<file path="src/rtl/core/sbrb_pkg.sv">
// Shared constants, codes, types and helpers of the stereo block ring buffer.
package sbrb_pkg;

	// Geometry of the ring
	localparam int BLOCK_PAIRS = 16;
	localparam int MAX_BLOCKS  = 16;
	localparam int SAMPLE_BITS = 32;

	localparam int STORE_DEPTH = MAX_BLOCKS * BLOCK_PAIRS;
	localparam int ADDR_W      = $clog2(STORE_DEPTH);
	localparam int BLK_W       = (MAX_BLOCKS > 1) ? $clog2(MAX_BLOCKS) : 1;
	localparam int PAIR_W      = (BLOCK_PAIRS > 1) ? $clog2(BLOCK_PAIRS) : 1;
	localparam int WORD_W      = 2 * SAMPLE_BITS;

	// Port field widths
	localparam int REQ_W  = 3;
	localparam int SMP_W  = 32;
	localparam int OFF_W  = 4;
	localparam int STAT_W = 2;
	localparam int CAP_W  = 5;
	localparam int CNT_W  = CAP_W;
	localparam int SUM_W  = CAP_W + 1;

	typedef enum logic [REQ_W-1:0] {
		REQ_PUSH    = 3'd0,
		REQ_POP     = 3'd1,
		REQ_PEEK    = 3'd2,
		REQ_BACK    = 3'd3,
		REQ_DISCARD = 3'd4,
		REQ_BUMP    = 3'd5
	} req_code_t;

	typedef enum logic [STAT_W-1:0] {
		STAT_DATA   = 2'd0,
		STAT_EMPTY  = 2'd1,
		STAT_OFFSET = 2'd2
	} stat_code_t;

	// Memory access issued by the controller
	typedef struct packed {
		logic              we;
		logic [ADDR_W-1:0] waddr;
		logic [WORD_W-1:0] wdata;
		logic              re;
		logic [ADDR_W-1:0] raddr;
	} mem_req_t;

	// Tag that travels alongside the memory read latency
	typedef struct packed {
		logic              valid;
		logic              is_status;
		logic [STAT_W-1:0] status;
		logic              last;
	} rd_tag_t;

	// One result item
	typedef struct packed {
		logic [SMP_W-1:0]  left;
		logic [SMP_W-1:0]  right;
		logic              last;
		logic [STAT_W-1:0] status;
	} out_item_t;

	// Word address of a pair within the store
	function automatic logic [ADDR_W-1:0] pair_addr(input logic [BLK_W-1:0] blk,
		input logic [PAIR_W-1:0] pos);
		return ADDR_W'(ADDR_W'(blk) * ADDR_W'(BLOCK_PAIRS) + ADDR_W'(pos));
	endfunction

	// Clamp a written capacity to the usable range
	function automatic logic [CAP_W-1:0] eff_cap(input logic [CAP_W-1:0] v);
		if (v == '0) begin
			return CAP_W'(1);
		end else if (v > CAP_W'(MAX_BLOCKS)) begin
			return CAP_W'(MAX_BLOCKS);
		end
		return v;
	endfunction

endpackage

</file>
<file path="src/rtl/core/sbrb_if.sv">


interface sbrb_rsp_if;
	logic                       valid;
	logic                       ready;
	logic signed [sbrb_pkg::SMP_W-1:0] out_left;
	logic signed [sbrb_pkg::SMP_W-1:0] out_right;
	logic                       out_last;
	logic [sbrb_pkg::STAT_W-1:0] status;

	modport source (output valid, out_left, out_right, out_last, status, input ready);
	modport sink (input valid, out_left, out_right, out_last, status, output ready);
endinterface


</file>
<file path="src/rtl/core/sbrb_outq.sv">
// Two-entry result queue that turns read data and status tags into result transfers.
module sbrb_outq (
	input  logic                        clk,
	input  logic                        arst_n,
	input  sbrb_pkg::rd_tag_t           tag_s1,
	input  logic [sbrb_pkg::WORD_W-1:0] rdata,
	output logic                        can_issue,
	sbrb_rsp_if.source                  rsp
);
	import sbrb_pkg::*;

	out_item_t entry_q [2];
	logic [1:0] count_q;
	logic       head_q;
	logic       tail;
	logic       push;
	logic       pop;
	logic [2:0] occ_next;
	out_item_t  item;

	assign push = tag_s1.valid;
	assign pop  = rsp.valid && rsp.ready;
	assign tail = head_q ^ count_q[0];

	// Allow an issue only when its result will find a free entry
	assign occ_next  = 3'(count_q) - 3'(pop) + 3'(push);
	assign can_issue = occ_next < 3'd2;

	// Build the item: status results carry zero samples
	always_comb begin
		item.last   = tag_s1.last;
		item.status = tag_s1.status;
		if (tag_s1.is_status) begin
			item.left  = '0;
			item.right = '0;
		end else begin
			item.left  = SMP_W'($signed(rdata[SAMPLE_BITS-1:0]));
			item.right = SMP_W'($signed(rdata[WORD_W-1:SAMPLE_BITS]));
		end
	end

	// Hold queued results
	always_ff @(posedge clk) begin
		if (push) begin
			entry_q[tail] <= item;
		end
	end

	// Advance head and count
	always_ff @(posedge clk or negedge arst_n) begin
		if (!arst_n) begin
			count_q <= '0;
			head_q  <= 1'b0;
		end else begin
			count_q <= 2'(occ_next);
			if (pop) begin
				head_q <= ~head_q;
			end
		end
	end

	assign rsp.valid     = count_q != 2'd0;
	assign rsp.out_left  = entry_q[head_q].left;
	assign rsp.out_right = entry_q[head_q].right;
	assign rsp.out_last  = entry_q[head_q].last;
	assign rsp.status    = entry_q[head_q].status;

endmodule

</file>
<file path="src/flat_wrapper.sv">
// flat-port wrapper written by rule: the top's interface ports become plain ports
module sbrb_outq_flat import sbrb_pkg::*;
  (clk, arst_n, tag_s1, rdata, can_issue, rsp_valid, rsp_out_left, rsp_out_right, rsp_out_last, rsp_status, rsp_ready);
  sbrb_rsp_if rsp_i ();
  input  logic clk;
  input  logic arst_n;
  input  sbrb_pkg::rd_tag_t tag_s1;
  input  logic [sbrb_pkg::WORD_W-1:0] rdata;
  output logic can_issue;
  output wire logic [$bits(rsp_i.valid)-1:0] rsp_valid;
  output wire logic [$bits(rsp_i.out_left)-1:0] rsp_out_left;
  output wire logic [$bits(rsp_i.out_right)-1:0] rsp_out_right;
  output wire logic [$bits(rsp_i.out_last)-1:0] rsp_out_last;
  output wire logic [$bits(rsp_i.status)-1:0] rsp_status;
  input wire logic [$bits(rsp_i.ready)-1:0] rsp_ready;
  assign rsp_valid = rsp_i.valid;
  assign rsp_out_left = rsp_i.out_left;
  assign rsp_out_right = rsp_i.out_right;
  assign rsp_out_last = rsp_i.out_last;
  assign rsp_status = rsp_i.status;
  assign rsp_i.ready = rsp_ready;
  sbrb_outq u_core (.clk(clk), .arst_n(arst_n), .tag_s1(tag_s1), .rdata(rdata), .can_issue(can_issue), .rsp(rsp_i));
endmodule
</file>
<file path="config.mk">
export PLATFORM = sky130hd
export DESIGN_NAME = sbrb_outq_flat
export DESIGN_NICKNAME = d
export VERILOG_FILES = /design/src/rtl/core/sbrb_pkg.sv /design/src/rtl/core/sbrb_if.sv /design/src/rtl/core/sbrb_outq.sv /design/src/flat_wrapper.sv
export SDC_FILE = /design/constraint.sdc
export NUM_CORES = 1
export LEC_CHECK = 0
export BUFFER_PORTS_ARGS = -buffer_cell sky130_fd_sc_hd__buf_4
export CELL_PAD_IN_SITES_DETAIL_PLACEMENT = 1
export CELL_PAD_IN_SITES_GLOBAL_PLACEMENT = 2
export CORE_MARGIN = 2
export CORE_UTILIZATION = 30
export CTS_CLUSTER_DIAMETER = 80
export DETAILED_ROUTE_END_ITERATION = 7
export GPL_ROUTABILITY_DRIVEN = 0
export HOLD_SLACK_MARGIN = 0.06
export PLACE_DENSITY = 0.67
export SETUP_SLACK_MARGIN = 0.02
export SYNTH_ARGS = -nofsm -noshare
export SYNTH_HDL_FRONTEND = slang
export SYNTH_SLANG_ARGS = --single-unit
</file>
<file path="constraint.sdc">
create_clock -name clk -period 4.3 [get_ports clk]
set_input_delay 0.215 -clock clk [delete_from_list [all_inputs] [get_ports clk]]
set_output_delay 0.215 -clock clk [all_outputs]
set_load 0.01 [all_outputs]
</file>
==> flow_summary_export.csv <==
group,metric,value,unit
drt,wire_per_inst,16.2,um
power_and_ir_drop,ir_drop,0.312,mV
yosys,yosysUniqueCellTypes,18,
setup_path,crit_path_end_kind,"output port",
yosys,synth-xor-area-share,0.478,%
final_layout,drive_gt1_share,51.9,%
timing,tns,0,ps
yosys,synthTopCellsByArea,"edfxtp_1, mux2_2, nor2b_1",
yosys,synth_area,0.00550,mm2
global_routing,grt_overflow,0,
setup_path,worst-path-buf-inv,2,
final_layout,fill_cells,1797,
setup_path,reg2regPathDepth,2,
clocking,cts_made_buffers,17,
global_routing,grt_pass1_vias,3346,
place,dp_hpwl,6950,um
power_and_ir_drop,power_leakage,0.00284,uW
floorplan,die_x,139,um
floorplan,dieArea,0.0194,mm2
drt,first_iter_violations,113,
floorplan,coreArea,0.0180,mm2
clocking,cts_tree,"done",
setup_path,required,4090,ps
final_layout,layout.nets,524,
setup_path,cp.arrival,2320,ps
global_routing,grt_pass1_wl,17500,um
yosys,synth_area_per_cell,18.4,um2
clocking,root_buffer,"clkbuf_16",
timing,rsz0062_at_grt,"false",
timing,worst_slew_pin_slew,996,ps
yosys,synth_mux_area_share,14.4,%
yosys,syn-num-nets,373,
yosys,yosysTopAreaCellShare,73.2,%
setup_path,path_cells,"o21a_1, ha_1, inv_1, ha_1, fa_1, xnor2_1, nor2_1, buf_4",
clocking,cts_hold_buf,5,
yosys,yosys.area.top_type,"edfxtp_1",
setup_path,crit_fanout,3,
setup_path,cpLargestDelayFamily,"adder cells",
drt,drtPass1Iterations,4,
setup_path,r2r_slack,2260,ps
global_routing,antenna_found_initial,0,
flow_run,max_cap_viol_count,0,
yosys,synth_fa_ha_area_share,0.820,%
yosys,ys_ff_latch,137,
yosys,yosysSeqAreaShare,74.6,%
yosys,synth_top_family_by_area,"multiplexers",
floorplan,start_util,30.6,%
clocking,clockBufferDepth,2,
global_routing,grt_max_degree,69,
floorplan,die_h,139,um
status,status,"finished clean",
drt,num_vias,2985,
yosys,yosys_warnings,0,
hold_path,worstHoldPathType,"in -> async",
setup_path,crit_start,"u_core.count_q[1]",
setup_path,slowest_stage,"dfrtp_1",
floorplan,ios,141,
clocking,htreeDepth,4,
timing,max_freq,0.394,GHz
setup_path,r2r-end,"u_core.entry_q[0][32]",
power_and_ir_drop,power.density,745,mW/mm2
timing,hold_viol_final,0,
clocking,cts_sinks,137,
setup_path,r2r_start,"u_core.head_q",
clocking,postCtsSetupBuffers,0,
timing,setup_viol,0,
clocking,path_clk_slew,50,ps
timing,fin_crit_sh,59.0,%
drt,drtAntennaViolNets,0,
clocking,clkLatencyLatePin,410,ps
final_layout,antenna_cells,0,
floorplan,rows,49,
setup_path,cp-start-kind,"flop",
drt,vias_per_cell,4.32,
setup_path,setup.worst_path.class,"reg -> out",
timing,min_period,2540,ps
drt,drc,0,
timing,drv_slew,0,
clocking,ctsResizeCount,0,
setup_path,slowest_delay,410,ps
drt,routed_wl,11200,um
setup_path,crit_top_cell,"ha_1",
yosys,synthCells,298,
global_routing,grt_util_all_layers,11.9,%
timing,max-slew-margin-rel,33.6,%
timing,clock_skew,4.68,ps
final_layout,finish.utilization,41.3,%
final_layout,area_growth,35.0,%
yosys,synth-simple-area-share,7.65,%
yosys,synth-compound-area-share,0.137,%
place,port_buffers,140,
[metrics by stage]
step	setup slack [ps]	instances	hold slack (ps)	power, uW	cell area [um2]
CTS	1740	691	110	5650	7420
detailed placement	2220	654	8.98	4190	6780
global route	1680	691	140	5830	7420
floorplan	64.3	298	-80.6	3300	5500
finish	1760	691	130	5530	7420
global placement	2270	654	5.60	4140	6780
[flip-flops by register name (all words and copies together), names as in the netlist]
register and flops:
u_core.count_q 2, u_core.entry_q 134, u_core.head_q 1
[cell usage after synthesis]
| master | number |
|---|---|
| and2_1 | 1 |
| buf_2 | 6 |
| buf_6 | 2 |
| buf_8 | 1 |
| clkbuf_1 | 6 |
| dfrtp_1 | 3 |
| edfxtp_1 | 134 |
| fa_1 | 1 |
| ha_1 | 2 |
| inv_1 | 4 |
| mux2_2 | 57 |
| mux2_4 | 10 |
| nand2_1 | 1 |
| nor2_1 | 1 |
| nor2b_1 | 65 |
| o21a_1 | 1 |
| xnor2_1 | 2 |
| xor2_1 | 1 |
[routing by layer]
metal / wire length (um) / GRT usage (%) / vias to the layer above / share of wire, %
li1: - / - / 1405 / -
met1: 4730 / 14.1 / 1477 / 42
met2: 5780 / 20.2 / 90 / 52
met3: 545 / 3.75 / 13 / 4.9
met4: 163 / 4.63 / 0 / 1.5
met5: 0 / 0 / - / 0
[layout make-up]
type                       count  area, um2  share of cell area (%)
clock inverter                13        154                    2.07
timing repair buffer         147       1130                    15.2
tap                          229        287                    3.86
clock buffer                  19        433                    5.83
sequential                   137       4100                    55.3
multi-input combinational    142       1300                    17.5
inverter                       4       15.0                   0.202
[how the worst max path moves through the flow]
stage / to / slack, ps / cells past startpoint
floorplan: u_core.entry_q[1][0] / 60 / 4
global route: can_issue / 1680 / 8
detailed placement: can_issue / 2220 / 8
global placement: u_core.entry_q[0][24] / 2270 / 2
CTS: can_issue / 1740 / 8
finish: can_issue / 1760 / 8
[report_power, final]
| group | switching (uW) | leakage [uW] | internal, uW |
|---|---|---|---|
| Clock | 521 | 0.000282 | 906 |
| Combinational | 976 | 0.00123 | 962 |
| Sequential | 105 | 0.00132 | 2060 |
[cells by family (layout without fill, tap and decap cells)]
logic type / Yosys count / in the layout
adders and majority gates: 3 / 3
buffers and inverters: 19 / 183
AOI/OAI and AO/OA: 1 / 1
muxes: 67 / 67
and+or+nand+nor: 68 / 68
xor gates and xnor gates: 3 / 3
DFF: 137 / 137
[worst reg2reg max path, delay by kind of cell (launching register included)]
kind          cells  cell delay (ps)
xor+xnor          1              300
flops             1              470
simple gates      1              830
[cell usage in the layout (no fill, tap or decap), drive strengths merged]
master,count
clkbuf,19
fa,1
edfxtp,134
clkinvlp,2
o21a,1
ha,2
dlygate4sd3,5
and2,1
buf,142
xor2,1
clkinv,8
inv,4
dfrtp,3
mux2,67
xnor2,2
nor2b,65
bufinv,3
nand2,1
nor2,1
No activity file was read; power rests on OpenSTA's default activity.
