## src/rtl/core/sbrb_pkg.sv

```systemverilog
// Shared constants, codes, types and helpers of the stereo block ring buffer.
package sbrb_pkg;

	// Geometry of the ring
	localparam int BLOCK_PAIRS = 16;
	localparam int MAX_BLOCKS  = 16;
	localparam int SAMPLE_BITS = 32;

	localparam int STORE_DEPTH = MAX_BLOCKS * BLOCK_PAIRS;
	localparam int ADDR_W      = $clog2(STORE_DEPTH);
	localparam int BLK_W       = (MAX_BLOCKS > 1) ? $clog2(MAX_BLOCKS) : 1;
	localparam int PAIR_W      = (BLOCK_PAIRS > 1) ? $clog2(BLOCK_PAIRS) : 1;
	localparam int WORD_W      = 2 * SAMPLE_BITS;

	// Port field widths
	localparam int REQ_W  = 3;
	localparam int SMP_W  = 32;
	localparam int OFF_W  = 4;
	localparam int STAT_W = 2;
	localparam int CAP_W  = 5;
	localparam int CNT_W  = CAP_W;
	localparam int SUM_W  = CAP_W + 1;

	typedef enum logic [REQ_W-1:0] {
		REQ_PUSH    = 3'd0,
		REQ_POP     = 3'd1,
		REQ_PEEK    = 3'd2,
		REQ_BACK    = 3'd3,
		REQ_DISCARD = 3'd4,
		REQ_BUMP    = 3'd5
	} req_code_t;

	typedef enum logic [STAT_W-1:0] {
		STAT_DATA   = 2'd0,
		STAT_EMPTY  = 2'd1,
		STAT_OFFSET = 2'd2
	} stat_code_t;

	// Memory access issued by the controller
	typedef struct packed {
		logic              we;
		logic [ADDR_W-1:0] waddr;
		logic [WORD_W-1:0] wdata;
		logic              re;
		logic [ADDR_W-1:0] raddr;
	} mem_req_t;

	// Tag that travels alongside the memory read latency
	typedef struct packed {
		logic              valid;
		logic              is_status;
		logic [STAT_W-1:0] status;
		logic              last;
	} rd_tag_t;

	// One result item
	typedef struct packed {
		logic [SMP_W-1:0]  left;
		logic [SMP_W-1:0]  right;
		logic              last;
		logic [STAT_W-1:0] status;
	} out_item_t;

	// Word address of a pair within the store
	function automatic logic [ADDR_W-1:0] pair_addr(input logic [BLK_W-1:0] blk,
		input logic [PAIR_W-1:0] pos);
		return ADDR_W'(ADDR_W'(blk) * ADDR_W'(BLOCK_PAIRS) + ADDR_W'(pos));
	endfunction

	// Clamp a written capacity to the usable range
	function automatic logic [CAP_W-1:0] eff_cap(input logic [CAP_W-1:0] v);
		if (v == '0) begin
			return CAP_W'(1);
		end else if (v > CAP_W'(MAX_BLOCKS)) begin
			return CAP_W'(MAX_BLOCKS);
		end
		return v;
	endfunction

endpackage

```

## src/rtl/core/sbrb_if.sv

```systemverilog
// Channel interfaces of the stereo block ring buffer: request, result and capacity write.
interface sbrb_req_if;
	logic                      valid;
	logic                      ready;
	logic [sbrb_pkg::REQ_W-1:0] req_type;
	logic signed [sbrb_pkg::SMP_W-1:0] left_sample;
	logic signed [sbrb_pkg::SMP_W-1:0] right_sample;
	logic [sbrb_pkg::OFF_W-1:0] block_offset;

	modport source (output valid, req_type, left_sample, right_sample, block_offset,
		input ready);
	modport sink (input valid, req_type, left_sample, right_sample, block_offset,
		output ready);
endinterface


interface sbrb_cfg_if;
	logic                       valid;
	logic                       ready;
	logic [sbrb_pkg::CAP_W-1:0] capacity;

	modport source (output valid, capacity, input ready);
	modport sink (input valid, capacity, output ready);
endinterface

```

## src/rtl/core/sbrb_ctrl.sv

```systemverilog
// Controller: ring pointers, capacity register, request decode and block read sequencer.
module sbrb_ctrl (
	input  logic               clk,
	input  logic               arst_n,
	input  logic               can_issue,
	output sbrb_pkg::mem_req_t mem_req,
	output sbrb_pkg::rd_tag_t  tag_s1,
	sbrb_req_if.sink           req,
	sbrb_cfg_if.sink           cfg
);
	import sbrb_pkg::*;

	typedef enum logic [1:0] {
		ST_IDLE,
		ST_NORM,
		ST_READ
	} state_t;

	state_t             state_q;
	logic [CAP_W-1:0]   cap_q;
	logic [BLK_W-1:0]   wb_q;
	logic [BLK_W-1:0]   rb_q;
	logic [BLK_W-1:0]   wb_mod_q;
	logic [BLK_W-1:0]   rb_mod_q;
	logic [CNT_W-1:0]   cnt_q;
	logic [PAIR_W-1:0]  fill_q;
	logic [BLK_W-1:0]   rdblk_q;
	logic [PAIR_W-1:0]  pair_q;
	rd_tag_t            tag_q;
	rd_tag_t            tag_d;

	logic               accept;
	logic               cfg_xfer;
	logic [SUM_W-1:0]   cap_w;
	logic [SUM_W-1:0]   wb_w;
	logic [SUM_W-1:0]   rb_w;
	logic [SUM_W-1:0]   off_w;
	logic               off_bad;
	logic [SUM_W-1:0]   peek_sum;
	logic [SUM_W-1:0]   back_sum;
	logic [BLK_W-1:0]   peek_blk;
	logic [BLK_W-1:0]   back_blk;
	logic [BLK_W-1:0]   wb_adv;
	logic [BLK_W-1:0]   rb_adv;
	logic [CNT_W-1:0]   cnt_sat;
	logic               wb_big;
	logic               rb_big;
	logic               last_pair;

	// Handshakes: configuration wins over a request in the same cycle
	assign cfg.ready = state_q == ST_IDLE;
	assign cfg_xfer  = cfg.valid && cfg.ready;
	assign req.ready = (state_q == ST_IDLE) && can_issue && !cfg.valid;
	assign accept    = req.valid && req.ready;

	// Pointer arithmetic on the working copies, which are kept below the capacity.
	// The stored pointers keep their written values until they advance.
	assign cap_w    = SUM_W'(cap_q);
	assign wb_w     = SUM_W'(wb_mod_q);
	assign rb_w     = SUM_W'(rb_mod_q);
	assign off_w    = SUM_W'(req.block_offset);
	assign off_bad  = off_w >= cap_w;
	assign peek_sum = rb_w + off_w;
	assign back_sum = wb_w + cap_w - SUM_W'(1) - off_w;
	assign peek_blk = BLK_W'((peek_sum >= cap_w) ? peek_sum - cap_w : peek_sum);
	assign back_blk = BLK_W'((back_sum >= cap_w) ? back_sum - cap_w : back_sum);
	assign wb_adv   = (wb_w + SUM_W'(1) == cap_w) ? '0 : BLK_W'(wb_w + SUM_W'(1));
	assign rb_adv   = (rb_w + SUM_W'(1) == cap_w) ? '0 : BLK_W'(rb_w + SUM_W'(1));
	assign cnt_sat  = (cnt_q < cap_q) ? cnt_q + CNT_W'(1) : cap_q;
	assign wb_big   = wb_w >= cap_w;
	assign rb_big   = rb_w >= cap_w;
	assign last_pair = pair_q == PAIR_W'(BLOCK_PAIRS - 1);

	// Memory accesses: push writes on accept, reads stream in the read state.
	// Writes and reads never share a cycle, so no forwarding is needed.
	always_comb begin
		mem_req.we    = accept && (req.req_type == REQ_PUSH);
		mem_req.waddr = pair_addr(wb_mod_q, fill_q);
		mem_req.wdata = {req.right_sample[SAMPLE_BITS-1:0],
			req.left_sample[SAMPLE_BITS-1:0]};
		mem_req.re    = (state_q == ST_READ) && can_issue;
		mem_req.raddr = pair_addr(rdblk_q, pair_q);
	end

	// Next read tag: status results on accept, data tags while streaming
	always_comb begin
		tag_d = '0;
		if (accept) begin
			if ((req.req_type == REQ_POP) && (cnt_q == '0)) begin
				tag_d = '{valid: 1'b1, is_status: 1'b1, status: STAT_EMPTY, last: 1'b1};
			end else if (((req.req_type == REQ_PEEK) || (req.req_type == REQ_BACK)) &&
				off_bad) begin
				tag_d = '{valid: 1'b1, is_status: 1'b1, status: STAT_OFFSET, last: 1'b1};
			end
		end else if ((state_q == ST_READ) && can_issue) begin
			tag_d = '{valid: 1'b1, is_status: 1'b0, status: STAT_DATA, last: last_pair};
		end
	end

	assign tag_s1 = tag_q;

	// State, pointers and the read tag
	always_ff @(posedge clk or negedge arst_n) begin
		if (!arst_n) begin
			state_q  <= ST_IDLE;
			cap_q    <= CAP_W'(MAX_BLOCKS);
			wb_q     <= '0;
			rb_q     <= '0;
			wb_mod_q <= '0;
			rb_mod_q <= '0;
			cnt_q    <= '0;
			fill_q   <= '0;
			rdblk_q  <= '0;
			pair_q   <= '0;
			tag_q    <= '0;
		end else begin
			tag_q <= tag_d;
			case (state_q)
				ST_IDLE: begin
					if (cfg_xfer) begin
						cap_q    <= eff_cap(cfg.capacity);
						wb_mod_q <= wb_q;
						rb_mod_q <= rb_q;
						state_q  <= ST_NORM;
					end else if (accept) begin
						case (req.req_type)
							REQ_PUSH: begin
								if (fill_q == PAIR_W'(BLOCK_PAIRS - 1)) begin
									wb_q     <= wb_adv;
									wb_mod_q <= wb_adv;
									cnt_q    <= cnt_sat;
									fill_q   <= '0;
								end else begin
									fill_q <= fill_q + PAIR_W'(1);
								end
							end
							REQ_POP: begin
								if (cnt_q != '0) begin
									rdblk_q  <= rb_mod_q;
									rb_q     <= rb_adv;
									rb_mod_q <= rb_adv;
									cnt_q    <= cnt_q - CNT_W'(1);
									pair_q   <= '0;
									state_q  <= ST_READ;
								end
							end
							REQ_PEEK, REQ_BACK: begin
								if (!off_bad) begin
									rdblk_q <= (req.req_type == REQ_PEEK) ? peek_blk : back_blk;
									pair_q  <= '0;
									state_q <= ST_READ;
								end
							end
							REQ_DISCARD: begin
								if (cnt_q != '0) begin
									rb_q     <= rb_adv;
									rb_mod_q <= rb_adv;
									cnt_q    <= cnt_q - CNT_W'(1);
								end
							end
							REQ_BUMP: begin
								wb_q     <= wb_adv;
								wb_mod_q <= wb_adv;
								cnt_q    <= cnt_sat;
								fill_q   <= '0;
							end
							default: ;
						endcase
					end
				end
				ST_NORM: begin
					// Reduce the working pointers modulo the new capacity
					if (wb_big) begin
						wb_mod_q <= BLK_W'(wb_w - cap_w);
					end
					if (rb_big) begin
						rb_mod_q <= BLK_W'(rb_w - cap_w);
					end
					if (!wb_big && !rb_big) begin
						state_q <= ST_IDLE;
					end
				end
				ST_READ: begin
					// Issue one pair read per cycle while the result queue has room
					if (can_issue) begin
						if (last_pair) begin
							state_q <= ST_IDLE;
						end else begin
							pair_q <= pair_q + PAIR_W'(1);
						end
					end
				end
				default: begin
					state_q <= ST_IDLE;
				end
			endcase
		end
	end

endmodule

```

## src/flat_wrapper.sv

```systemverilog
// flat-port wrapper written by rule: the top's interface ports become plain ports
module sbrb_ctrl_flat import sbrb_pkg::*;
  (clk, arst_n, can_issue, mem_req, tag_s1, req_valid, req_req_type, req_left_sample, req_right_sample, req_block_offset, req_ready, cfg_valid, cfg_capacity, cfg_ready);
  sbrb_req_if req_i ();
  sbrb_cfg_if cfg_i ();
  input  logic clk;
  input  logic arst_n;
  input  logic can_issue;
  output sbrb_pkg::mem_req_t mem_req;
  output sbrb_pkg::rd_tag_t tag_s1;
  input wire logic [$bits(req_i.valid)-1:0] req_valid;
  input wire logic [$bits(req_i.req_type)-1:0] req_req_type;
  input wire logic [$bits(req_i.left_sample)-1:0] req_left_sample;
  input wire logic [$bits(req_i.right_sample)-1:0] req_right_sample;
  input wire logic [$bits(req_i.block_offset)-1:0] req_block_offset;
  output wire logic [$bits(req_i.ready)-1:0] req_ready;
  input wire logic [$bits(cfg_i.valid)-1:0] cfg_valid;
  input wire logic [$bits(cfg_i.capacity)-1:0] cfg_capacity;
  output wire logic [$bits(cfg_i.ready)-1:0] cfg_ready;
  assign req_i.valid = req_valid;
  assign req_i.req_type = req_req_type;
  assign req_i.left_sample = req_left_sample;
  assign req_i.right_sample = req_right_sample;
  assign req_i.block_offset = req_block_offset;
  assign req_ready = req_i.ready;
  assign cfg_i.valid = cfg_valid;
  assign cfg_i.capacity = cfg_capacity;
  assign cfg_ready = cfg_i.ready;
  sbrb_ctrl u_core (.clk(clk), .arst_n(arst_n), .can_issue(can_issue), .mem_req(mem_req), .tag_s1(tag_s1), .req(req_i), .cfg(cfg_i));
endmodule
```

## config.mk

```make
export PLATFORM = sky130hd
export DESIGN_NAME = sbrb_ctrl_flat
export DESIGN_NICKNAME = d
export VERILOG_FILES = /design/src/rtl/core/sbrb_pkg.sv /design/src/rtl/core/sbrb_if.sv /design/src/rtl/core/sbrb_ctrl.sv /design/src/flat_wrapper.sv
export SDC_FILE = /design/constraint.sdc
export NUM_CORES = 1
export LEC_CHECK = 0
export BUFFER_PORTS_ARGS = -buffer_cell sky130_fd_sc_hd__buf_2
export CAP_MARGIN = 40
export CORE_UTILIZATION = 30
export DETAILED_ROUTE_END_ITERATION = 10
export PLACE_DENSITY = 0.63
export REMOVE_ABC_BUFFERS = 1
export SKIP_LAST_GASP = 1
export SLEW_MARGIN = 5
export SYNTH_ARGS = -nofsm -noshare
export SYNTH_HDL_FRONTEND = slang
export SYNTH_SLANG_ARGS = --single-unit
```

## constraint.sdc

```tcl
create_clock -name clk -period 4 [get_ports clk]
set_clock_uncertainty 0.2 [all_clocks]
set_input_delay 0.2 -clock clk [delete_from_list [all_inputs] [get_ports clk]]
set_output_delay 0.2 -clock clk [all_outputs]
set_load 0.02 [all_outputs]
```

==> out/results.tsv, run 1 <==
stage	metric	value	unit
critical_path	cp_data_arrival_time	3.64	ns
logic_synthesis	yosys.area.top_type	dfrtp_1	
clocking	cts.sinks	45	
logic_synthesis	yosysWarnings	0	
clocking	cts-resized-gates	0	
final_layout	fin_util	0.325	
detailed_routing	wl_per_cell	24.2	um
timing	fmax	275	MHz
clocking	cts_tree	done	
detailed_routing	drt_wl_total	16.8	mm
global_routing	grt_overflow_total	0	
logic_synthesis	yosys.area_share.simple	0.181	
run	cap_violations	0	
global_routing	grt_pass1_vias	3784	
final_layout	layout-drive-gt1-share	0.162	
logic_synthesis	synth_most_common_cell	buf_4	
logic_synthesis	synth_compound_area_frac	0.207	
detailed_routing	via_per_inst	5.70	
logic_synthesis	syn_avg_cell_area	8.81	sq um
detailed_routing	first_pass_iters	8	
power	p_leak	2.15	nW
global_routing	grt_max_degree	46	
critical_path	path_class	reg2reg	
global_routing	grtUsageTotal	0.216	
final_layout	fin_nets	643	
die	coreArea	14700	sq um
logic_synthesis	synth_top_area_share	0.240	
place	gp_congestion	0.930	
run_status	status	finished, violations left	
critical_path	path_buf_inv	2	
detailed_routing	dr.first_iter.drc_count	276	
power	pwr-share-seq	0.179	
clocking	cts_buffer_depth	2	
logic_synthesis	synth_sequential_area_ratio	0.246	
logic_synthesis	synthCells	520	
timing	fin_crit	3.64	ns
critical_path	crit_required	4.00	ns
critical_path	slowest_stage	fa_1	
die	die_h	126	um
critical_path	critPathMaxStageDelay	0.49	ns
die	start_util	0.312	
critical_path	critical_path.cell_chain	inv_1 -> fa_1 -> inv_1 -> ha_1 -> a21o_1 -> a21oi_1 -> xnor2_1 -> ha_1 -> a21oi_1 -> o21ai_0 -> or3_1 -> o211a_1 -> o31ai_1	
logic_synthesis	synth_top_family_by_area	compound AO/OA/AOI/OAI gates	
hold_path	min_path_type	in2reg	
global_routing	antenna_found_initial	0	
logic_synthesis	synthArstFlopShare	1.00	
power	p_per_area	983	nW/um^2
final_layout	antennaDiodeCount	0	
logic_synthesis	synthAdderAreaFrac	0.158	
place	dp_hpwl	13.1	mm
power	switching_share	0.497	
detailed_routing	vias	3961	
timing	fin_crit_sh	0.910	
logic_synthesis	yosys-mux-area-fraction	0.0117	
logic_synthesis	ys_ff_latch	45	
clocking	post_cts_buffers	0	
detailed_routing	antenna_left	0	
logic_synthesis	ys.flop_type	dfrtp_1	
critical_path	critPathLaunchType	flop	
die	rows	44	
power	p_clk_frac	0.106	
detailed_routing	drcViolationCount	4	
logic_synthesis	netlist_top_cells_area	dfrtp_1 (24%), ha_1 (11%), buf_4 (10%)	
die	die-area	15800	sq um
timing	hold_ws	0.00975	ns
critical_path	crit_fanout	8	
timing	relSlewSlack	0.523	
logic_synthesis	ys_types	69	
run_status	violations	design-rule violations	
timing	hold_violations	0	
logic_synthesis	synth_xor_area_frac	0.0494	
power	ir_worst_vdd	525	uV
global_routing	grt_pass1_wl	25.1	mm
logic_synthesis	synth.cells.most_frequent	buf_4 (64), dfrtp_1 (44), ha_1 (42)	
critical_path	critical-path-top-delay-family	compound AO/OA/AOI/OAI gates	
clocking	h-tree-depth	2	
critical_path	critPathCaptureType	flop	
timing	rsz0062_at_grt	false	
logic_synthesis	synth_area	4580	sq um
clocking	clk_latency	0.29	ns
final_layout	syn_to_final_growth	4.26	%
clocking	numCtsBuffers	5	
timing	slew_viol_final	0	
timing	setup_viol	0	
power	p_switching	2.33	mW
logic_synthesis	synth_edf_count	0	
die	die_x	126	um
place	port_buffers	41	
power	combPwrFrac	0.715	
power	p_int	2.36	mW
clocking	root_buffer	clkbuf_16	
clocking	path_clk_slew	0.06	ns
die	io_pins	170	
timing	tightest_slew	0.711	ns
timing	fin_tns_setup	0	ns
## cell families (layout without fill, tap and decap cells)
logic type | count (synthesis) | count (layout)
fa+ha+maj | 52 | 52
simple gates | 152 | 152
compound gates | 133 | 133
mux | 5 | 5
flops | 45 | 45
xor+xnor | 25 | 25
buf+inv | 108 | 99
## timing repair
item | in CTS | in global routing
endpoints found under the hold margin | 46 | 0
hold buffers | 3 | 0
setup endpoints to repair | 0 | 0
## layout make-up
| cell class | count | area (sq um) |
|---|---|---|
| fill | 1491 | 9920 |
| tap | 184 | 230 |
| clock inverter | 1 | 30.0 |
| sequential | 45 | 1130 |
| multi-input combinational | 367 | 2780 |
| clock buffer | 7 | 143 |
| timing repair buffer | 58 | 340 |
| inverter | 33 | 124 |
## power by group through the flow
| stage | logic (mW) | registers (mW) | clock network, mW |
|---|---|---|---|
| final | 3.35 | 0.841 | 0.497 |
| after global routing | 3.74 | 0.867 | 0.526 |
| after CTS | 3.34 | 0.839 | 0.506 |
| after detailed placement | 3.32 | 0.844 | 0 |
| after global placement | 3.26 | 0.839 | 0 |
| after floorplan | 2.39 | 0.890 | 0 |
## layer usage
metal  part of all wire  global-route usage
met4             0.0083              0.0380
met1               0.46               0.295
met2               0.38               0.280
met5              0.014               0.108
met3               0.13               0.127
## layout by cell type, fill, tap and decap left out, types with 7 or more instances in the layout
| master | netlist | final |
|---|---|---|
| o21ai_0 | 22 | 22 |
| buf_4 | 64 | 14 |
| xnor2_1 | 15 | 15 |
| nand3_1 | 16 | 16 |
| nor2_1 | 29 | 29 |
| fa_1 | 10 | 10 |
| dfrtp_1 | 44 | 44 |
| nand2_1 | 38 | 38 |
| ha_1 | 42 | 42 |
| xor2_1 | 9 | 9 |
| o31ai_1 | 14 | 14 |
| nand2b_1 | 7 | 7 |
| nor3_1 | 8 | 8 |
| a21o_1 | 8 | 8 |
| a31oi_1 | 8 | 8 |
| inv_1 | 32 | 32 |
| buf_2 | 3 | 41 |
| nor2b_1 | 16 | 16 |
| a21oi_1 | 28 | 28 |
## worst min-delay path, stage by stage
cell     delay [ns]
buf_2          0.10
nand3_1        0.06
o21ai_0        0.09
## path summary, 6_finish.rpt
path / from / endpoint / slack (ns) / cells past startpoint
setup / recovery: u_core.cap_q[2] / u_core.rdblk_q[0] / 0.36 / 13
max in group asynchronous: arst_n / u_core.rdblk_q[0] / 2.83 / 3
min in group asynchronous: arst_n / u_core.fill_q[0] / 0.35 / 3
setup reg to reg: u_core.cap_q[2] / u_core.rdblk_q[0] / 0.36 / 13
hold / removal: cfg_capacity[2] / u_core.cap_q[2] / 0.01 / 3
hold reg to reg: u_core.rb_q[1] / u_core.rb_q[1] / 0.28 / 2
## state kept, by name, summed over array words and instances, names as in the netlist
register / cells
u_core.cap_q: 5
u_core.cnt_q: 5
u_core.tag_s1: 5
u_core.fill_q: 4
u_core.pair_q: 4
u_core.rb_mod_q: 4
u_core.rb_q: 4
u_core.rdblk_q: 4
u_core.wb_mod_q: 4
u_core.wb_q: 4
u_core.state_q: 2
## through the flow
| stage | setup slack (ns) | power, mW | instance area [sq um] | instances |
|---|---|---|---|---|
| after CTS | 0.353 | 4.68 | 4780 | 695 |
| after global placement | 0.432 | 4.10 | 4570 | 684 |
| after detailed placement | 0.378 | 4.17 | 4570 | 684 |
| after floorplan | 0.414 | 3.28 | 4030 | 445 |
| after global routing | 0.170 | 5.13 | 4780 | 695 |
| final | 0.360 | 4.69 | 4780 | 695 |
No activity file was read; power rests on OpenSTA's default activity.
==> run 2, diff against run 1 <==
- ABC_AREA: unset -> 1
==> run 2 against run 1 <==
  * The flow now finishes without violations
  * Final cell count rose by 16%
  * Sequential share of layout area fell by 0.10 points
  * Combinational power rose by 3%
  * Critical endpoint is now u_core.rdblk_q[1]
==> out/results.tsv, run 2 <==
stage	metric	value	unit	change
logic_synthesis	netlist_top_cells_area	dfrtp_1 (24%), ha_1 (11%), nand2_1 (11%)		
clocking	cts_buffer_depth	2		unchanged
timing	fmax	308	MHz	+12%
global_routing	grt_pass1_vias	3903		+3.1%
logic_synthesis	synthArstFlopShare	1.00		unchanged
timing	setup_viol	0		unchanged
place	dp_hpwl	12.3	mm	-6.5%
timing	tightest_slew	0.729	ns	+0.0180 ns
die	die-area	16000	sq um	+1.5%
logic_synthesis	ys_ff_latch	45		unchanged
clocking	cts-resized-gates	0		unchanged
critical_path	path_class	reg2reg		
global_routing	grt_pass1_wl	23.9	mm	-4.5%
detailed_routing	via_per_inst	4.97		-13%
timing	hold_ws	0.0143	ns	+0.00451 ns
clocking	cts.sinks	45		unchanged
timing	fin_crit	3.25	ns	-0.389 ns
power	finalPower	4.74	mW	+0.94%
timing	hold_violations	0		unchanged
timing	rsz0062_at_grt	false		
logic_synthesis	synth.cells.most_frequent	nand2_1 (132), inv_1 (71), buf_4 (64)		
final_layout	fin_area	4800	sq um	+0.45%
timing	fin_crit_sh	0.813		-0.0973
place	gp_congestion	0.855		-8.1%
logic_synthesis	yosysWarnings	0		unchanged
place	place_ws	0.760	ns	+0.382 ns
global_routing	grt_overflow_total	0		unchanged
logic_synthesis	synth_most_common_cell	nand2_1		
die	die_x	127	um	+0.76%
final_layout	antennaDiodeCount	0		unchanged
clocking	numCtsBuffers	5		unchanged
logic_synthesis	syn_avg_cell_area	7.31	sq um	-17%
detailed_routing	vias	4021		+1.5%
global_routing	antenna_found_initial	0		unchanged
global_routing	grt_max_degree	36		-22%
timing	relSlewSlack	0.512		-0.0106
die	start_util	0.307		-0.00448
critical_path	critPathCaptureType	flop		
die	io_pins	170		unchanged
timing	layout_setup_ws	0.749	ns	+0.389 ns
logic_synthesis	synth_edf_count	0		unchanged
global_routing	grtUsageTotal	0.200		-0.0160
final_layout	fin_nets	753		+17%
place	port_buffers	41		unchanged
clocking	clk_latency	0.29	ns	about the same
clocking	h-tree-depth	2		unchanged
detailed_routing	dr.first_iter.drc_count	241		-13%
place	dpl.cell_count	798		+17%
power	ir_worst_vdd	425	uV	-19%
clocking	path_clk_slew	0.06	ns	about the same
run	cap_violations	0		unchanged
detailed_routing	first_pass_iters	5		-3
logic_synthesis	synth_sequential_area_ratio	0.242		-0.00377
die	die_h	127	um	+0.76%
logic_synthesis	yosys.area.top_type	dfrtp_1		
detailed_routing	antenna_left	0		unchanged
clocking	root_buffer	clkbuf_16		
critical_path	cp_data_arrival_time	3.23	ns	-0.41 ns
detailed_routing	drcViolationCount	0		-4
logic_synthesis	ys_types	43		-38%
final_layout	final_cells	809		+16%
critical_path	crit_fanout	6		-2
timing	slew_viol_final	0		unchanged
logic_synthesis	ys.flop_type	dfrtp_1		
critical_path	crit_required	3.98	ns	-0.02 ns
timing	fin_tns_setup	0	ns	unchanged
place	place_area	4620	sq um	+1.0%
final_layout	mostFrequentLayoutCell	nand2_1		
hold_path	min_path_type	in2reg		
detailed_routing	wl_per_cell	19.3	um	-20%
logic_synthesis	synthCells	636		+22%
clocking	postCtsHoldBufs	3		unchanged
clocking	cts_tree	done		
die	coreArea	15100	sq um	+3.0%
detailed_routing	drt_wl_total	15.6	mm	-7.1%
final_layout	layout-drive-gt1-share	0.135		-0.0272
final_layout	fin_util	0.317		-0.00818
logic_synthesis	synth_top_area_share	0.237		-0.00369
final_layout	layout_common_cells	nand2_1 (132), inv_1 (71), nor2_1 (61)		
run_status	status	finished clean		
clocking	post_cts_buffers	0		unchanged
die	rows	45		+2.3%
critical_path	critPathLaunchType	flop		
final_layout	syn_to_final_growth	3.12	%	
logic_synthesis	synth_area	4650	sq um	+1.6%
power	p_per_area	987	nW/um^2	+0.49%
power	p_leak	2.56	nW	+19%
[run 2: cell type report]
type / count / area, sq um
flip-flops and latches: 45 / 1130
clock inverters: 3 / 21.3
well taps: 188 / 235
clock buffers: 5 / 125
multi-input cells: 443 / 2730
inverters: 78 / 293
repair buffers: 47 / 270
fillers: 1589 / 10300
[run 2: critical path, cell delays in order, from the launching register on]
cell and delay (ns):
dfrtp_1 0.52, fa_1 0.48, ha_1 0.24, fa_1 0.41
xor2_1 0.17, ha_1 0.33, nand2_1 0.06, inv_1 0.05
nand2_1 0.04, nand2_1 0.05, nand2_1 0.10, nand2_1 0.15
nand2_1 0.07, nand3_1 0.06, nand3_1 0.07, nand2_1 0.09
nand2_1 0.05
[run 2: kinds of logic (layout without fill, tap and decap cells)]
| kind of cell | Yosys count | count (layout) | synth area share |
|---|---|---|---|
| flip-flops | 45 | 45 | 0.242 |
| AO/OA/AOI/OAI | 93 | 93 | 0.115 |
| AND/OR/NAND/NOR | 279 | 279 | 0.279 |
| XOR/XNOR | 19 | 19 | 0.0358 |
| adder cells (fa/ha/maj) | 52 | 52 | 0.156 |
| buffers and inverters | 148 | 133 | 0.172 |
[run 2: layer usage]
metal,wire length [um],global-route usage
met1,7040,0.251
met2,6170,0.280
met3,1980,0.123
met4,249,0.0432
met5,179,0.105
[run 2: path summary, 6_finish.rpt]
| check | start | slack [ns] | cells after the start | to |
|---|---|---|---|---|
| setup / recovery | u_core.cap_q[1] | 0.75 | 16 | u_core.rdblk_q[1] |
| hold / removal | cfg_capacity[0] | 0.01 | 3 | u_core.cap_q[0] |
| setup reg to reg | u_core.cap_q[1] | 0.75 | 16 | u_core.rdblk_q[1] |
| hold reg to reg | u_core.rdblk_q[2] | 0.27 | 2 | u_core.rdblk_q[2] |
| max in group asynchronous | arst_n | 2.94 | 3 | u_core.cap_q[4] |
| min in group asynchronous | arst_n | 0.12 | 2 | u_core.fill_q[1] |
[run 2: report_power, final]
group / switching (mW) / total [mW] / internal [mW]
logic: 2.10 / 3.44 / 1.35
registers: 0.249 / 0.870 / 0.621
clock network: 0.190 / 0.423 / 0.233
==> run 3, diff against run 2 <==
- ABC_AREA: 1 -> 0
- clock period: 4 -> 3.26 ns (I/O delays scaled with it)
==> run 3 against run 2 <==
  * The flow now finishes with violations (design-rule violations, negative setup slack)
  * Utilization grew 2.9 points
  * Worst setup slack lost 0.87 ns
  * Routed wire length grew 14%
  * Sequential power grew 12%
  * Via count grew 0.92%
  * Worst hold slack gained 0.0073 ns
  * First-iteration DRC count grew 45%
  * Clock-buffer cell count grew 1
  * Sequential share of layout area shrank 1.3 points
  * Fmax shrank 3.8%
  * Critical path type unchanged
  * Largest cell class unchanged
==> out/results.tsv, run 3 (same netlist as run 1, synthesis figures left out) <==
stage	metric	value	unit	change
final_layout	layout-drive-gt1-share	0.246		+0.111
power	switching_share	0.497		-0.0383
critical_path	path_class	reg2reg		
detailed_routing	antenna_left	0		unchanged
power	combPwrFrac	0.789		+0.062
global_routing	antenna_found_initial	0		unchanged
timing	relSlewSlack	0.587		+0.0748
detailed_routing	via_per_inst	5.63		+13%
clocking	cts_tree	done		
critical_path	critPathLaunchType	flop		
global_routing	grt_pass1_wl	26.1	mm	+9.3%
timing	fin_crit	3.38	ns	+0.127 ns
critical_path	cp_data_arrival_time	3.38	ns	+0.15 ns
detailed_routing	drcViolationCount	4		+4
die	die_x	126	um	-0.76%
global_routing	grtUsageTotal	0.228		+0.0275
final_layout	syn_to_final_growth	10.8	%	
timing	hold_violations	0		unchanged
clocking	cts_buffer_depth	2		unchanged
power	p_int	3.54	mW	+61%
run	cap_violations	0		unchanged
place	gp_congestion	0.941		+10%
die	rows	44		-2.2%
place	place_area	4720	sq um	+2.2%
timing	fin_crit_sh	1.04		+0.224
die	start_util	0.312		+0.00448
power	finalPower	7.04	mW	+49%
detailed_routing	wl_per_cell	24.6	um	+27%
final_layout	layout_common_cells	dfrtp_1 (44), buf_2 (41), ha_1 (40)		
timing	slew_viol_final	0		unchanged
clocking	cts.sinks	45		unchanged
power	ir_worst_vdd	874	uV	+110%
critical_path	crit_fanout	4		-2
place	dpl.cell_count	704		-12%
clocking	clk_latency	0.29	ns	about the same
timing	rsz0062_at_grt	true		
final_layout	fin_util	0.345		+0.0286
final_layout	mostFrequentLayoutCell	dfrtp_1		
global_routing	grt_overflow_total	0		unchanged
run_status	status	finished, violations left		
global_routing	grt_max_degree	25		-31%
critical_path	critPathCaptureType	flop		
detailed_routing	vias	4058		+0.92%
timing	hold_ws	0.0215	ns	+0.00728 ns
final_layout	fin_area	5080	sq um	+5.8%
power	p_clk_frac	0.072		-0.017
timing	setup_viol	4		+4
timing	fin_tns_setup	-0.396	ns	-0.396 ns
place	port_buffers	41		unchanged
place	dp_hpwl	13.6	mm	+11%
die	die-area	15800	sq um	-1.5%
timing	layout_setup_ws	-0.118	ns	-0.867 ns
hold_path	min_path_type	in2reg		
clocking	root_buffer	clkbuf_16		
die	die_h	126	um	-0.76%
clocking	path_clk_slew	0.07	ns	about the same
place	place_ws	-0.203	ns	-0.963 ns
final_layout	final_cells	721		-11%
final_layout	antennaDiodeCount	0		unchanged
die	coreArea	14700	sq um	-2.9%
run_status	violations	design-rule violations, negative setup slack		
power	p_per_area	1390	nW/um^2	+40%
power	pwr-share-seq	0.138		-0.046
power	p_switching	3.50	mW	+38%
detailed_routing	dr.first_iter.drc_count	350		+45%
global_routing	grt_pass1_vias	3931		+0.72%
critical_path	crit_required	3.27	ns	-0.71 ns
clocking	numCtsBuffers	5		unchanged
detailed_routing	first_pass_iters	10		+5
final_layout	fin_nets	669		-11%
die	io_pins	170		unchanged
timing	fmax	296	MHz	-3.8%
clocking	h-tree-depth	2		unchanged
detailed_routing	drt_wl_total	17.8	mm	+14%
timing	tightest_slew	0.617	ns	-0.112 ns
power	p_leak	2.28	nW	-11%
run 3: timing repair:
action | CTS | global route
hold endpoints to repair | 25 | 0
hold buffers | 4 | 0
gates resized for setup | 9 | 23
pin swaps | 14 | 15
setup endpoints to repair | 4 | 4
setup buffers | 2 | 3
run 3: power by group through the flow:
stage	Combinational (mW)	Clock, mW	Sequential [mW]
2_1_floorplan	2.93	0	1.09
6_report	5.56	0.510	0.973
5_1_grt	6.02	0.556	1.00
3_3_place_gp	4.40	0	0.969
4_1_cts	4.75	0.525	0.971
3_5_place_dp	4.54	0	0.974
run 3: area by class of cell:
type / count / area (sq um)
clock buffers: 6 / 129
fillers: 1498 / 9620
well taps: 184 / 230
multi-input cells: 367 / 2910
repair buffers: 84 / 546
flip-flops and latches: 45 / 1130
inverters: 33 / 124
clock inverters: 2 / 10.0
run 3: final timing paths:
path                                    start                  to  slack [ns]  cells after the start
min in group asynchronous              arst_n     u_core.cnt_q[2]        0.22                      2
hold / removal                req_req_type[2]    u_core.fill_q[1]        0.02                      2
setup reg to reg           u_core.wb_mod_q[2]   u_core.rdblk_q[0]       -0.12                     13
max in group asynchronous              arst_n  u_core.rb_mod_q[1]        1.88                      3
setup / recovery           u_core.wb_mod_q[2]   u_core.rdblk_q[0]       -0.12                     13
hold reg to reg                u_core.rb_q[0]      u_core.rb_q[0]        0.29                      2
run 3: metal layers:
metal,global-route usage,share of wire,up-vias
met4,0.0459,0.012,8
li1,-,-,1832
met2,0.302,0.39,230
met3,0.135,0.13,26
met5,0.111,0.012,-
met1,0.303,0.45,1962
run 3: critical path, stage by stage, from the launching register on:
cell and delay (ns):
dfrtp_1 0.36, inv_2 0.05, fa_1 0.52, inv_2 0.06, ha_4 0.20, a21o_1 0.18
a21oi_2 0.18, xnor2_1 0.15, ha_1 0.29, a21oi_2 0.16, o21ai_2 0.09, or3_4 0.41
o211a_1 0.24, o31ai_2 0.17
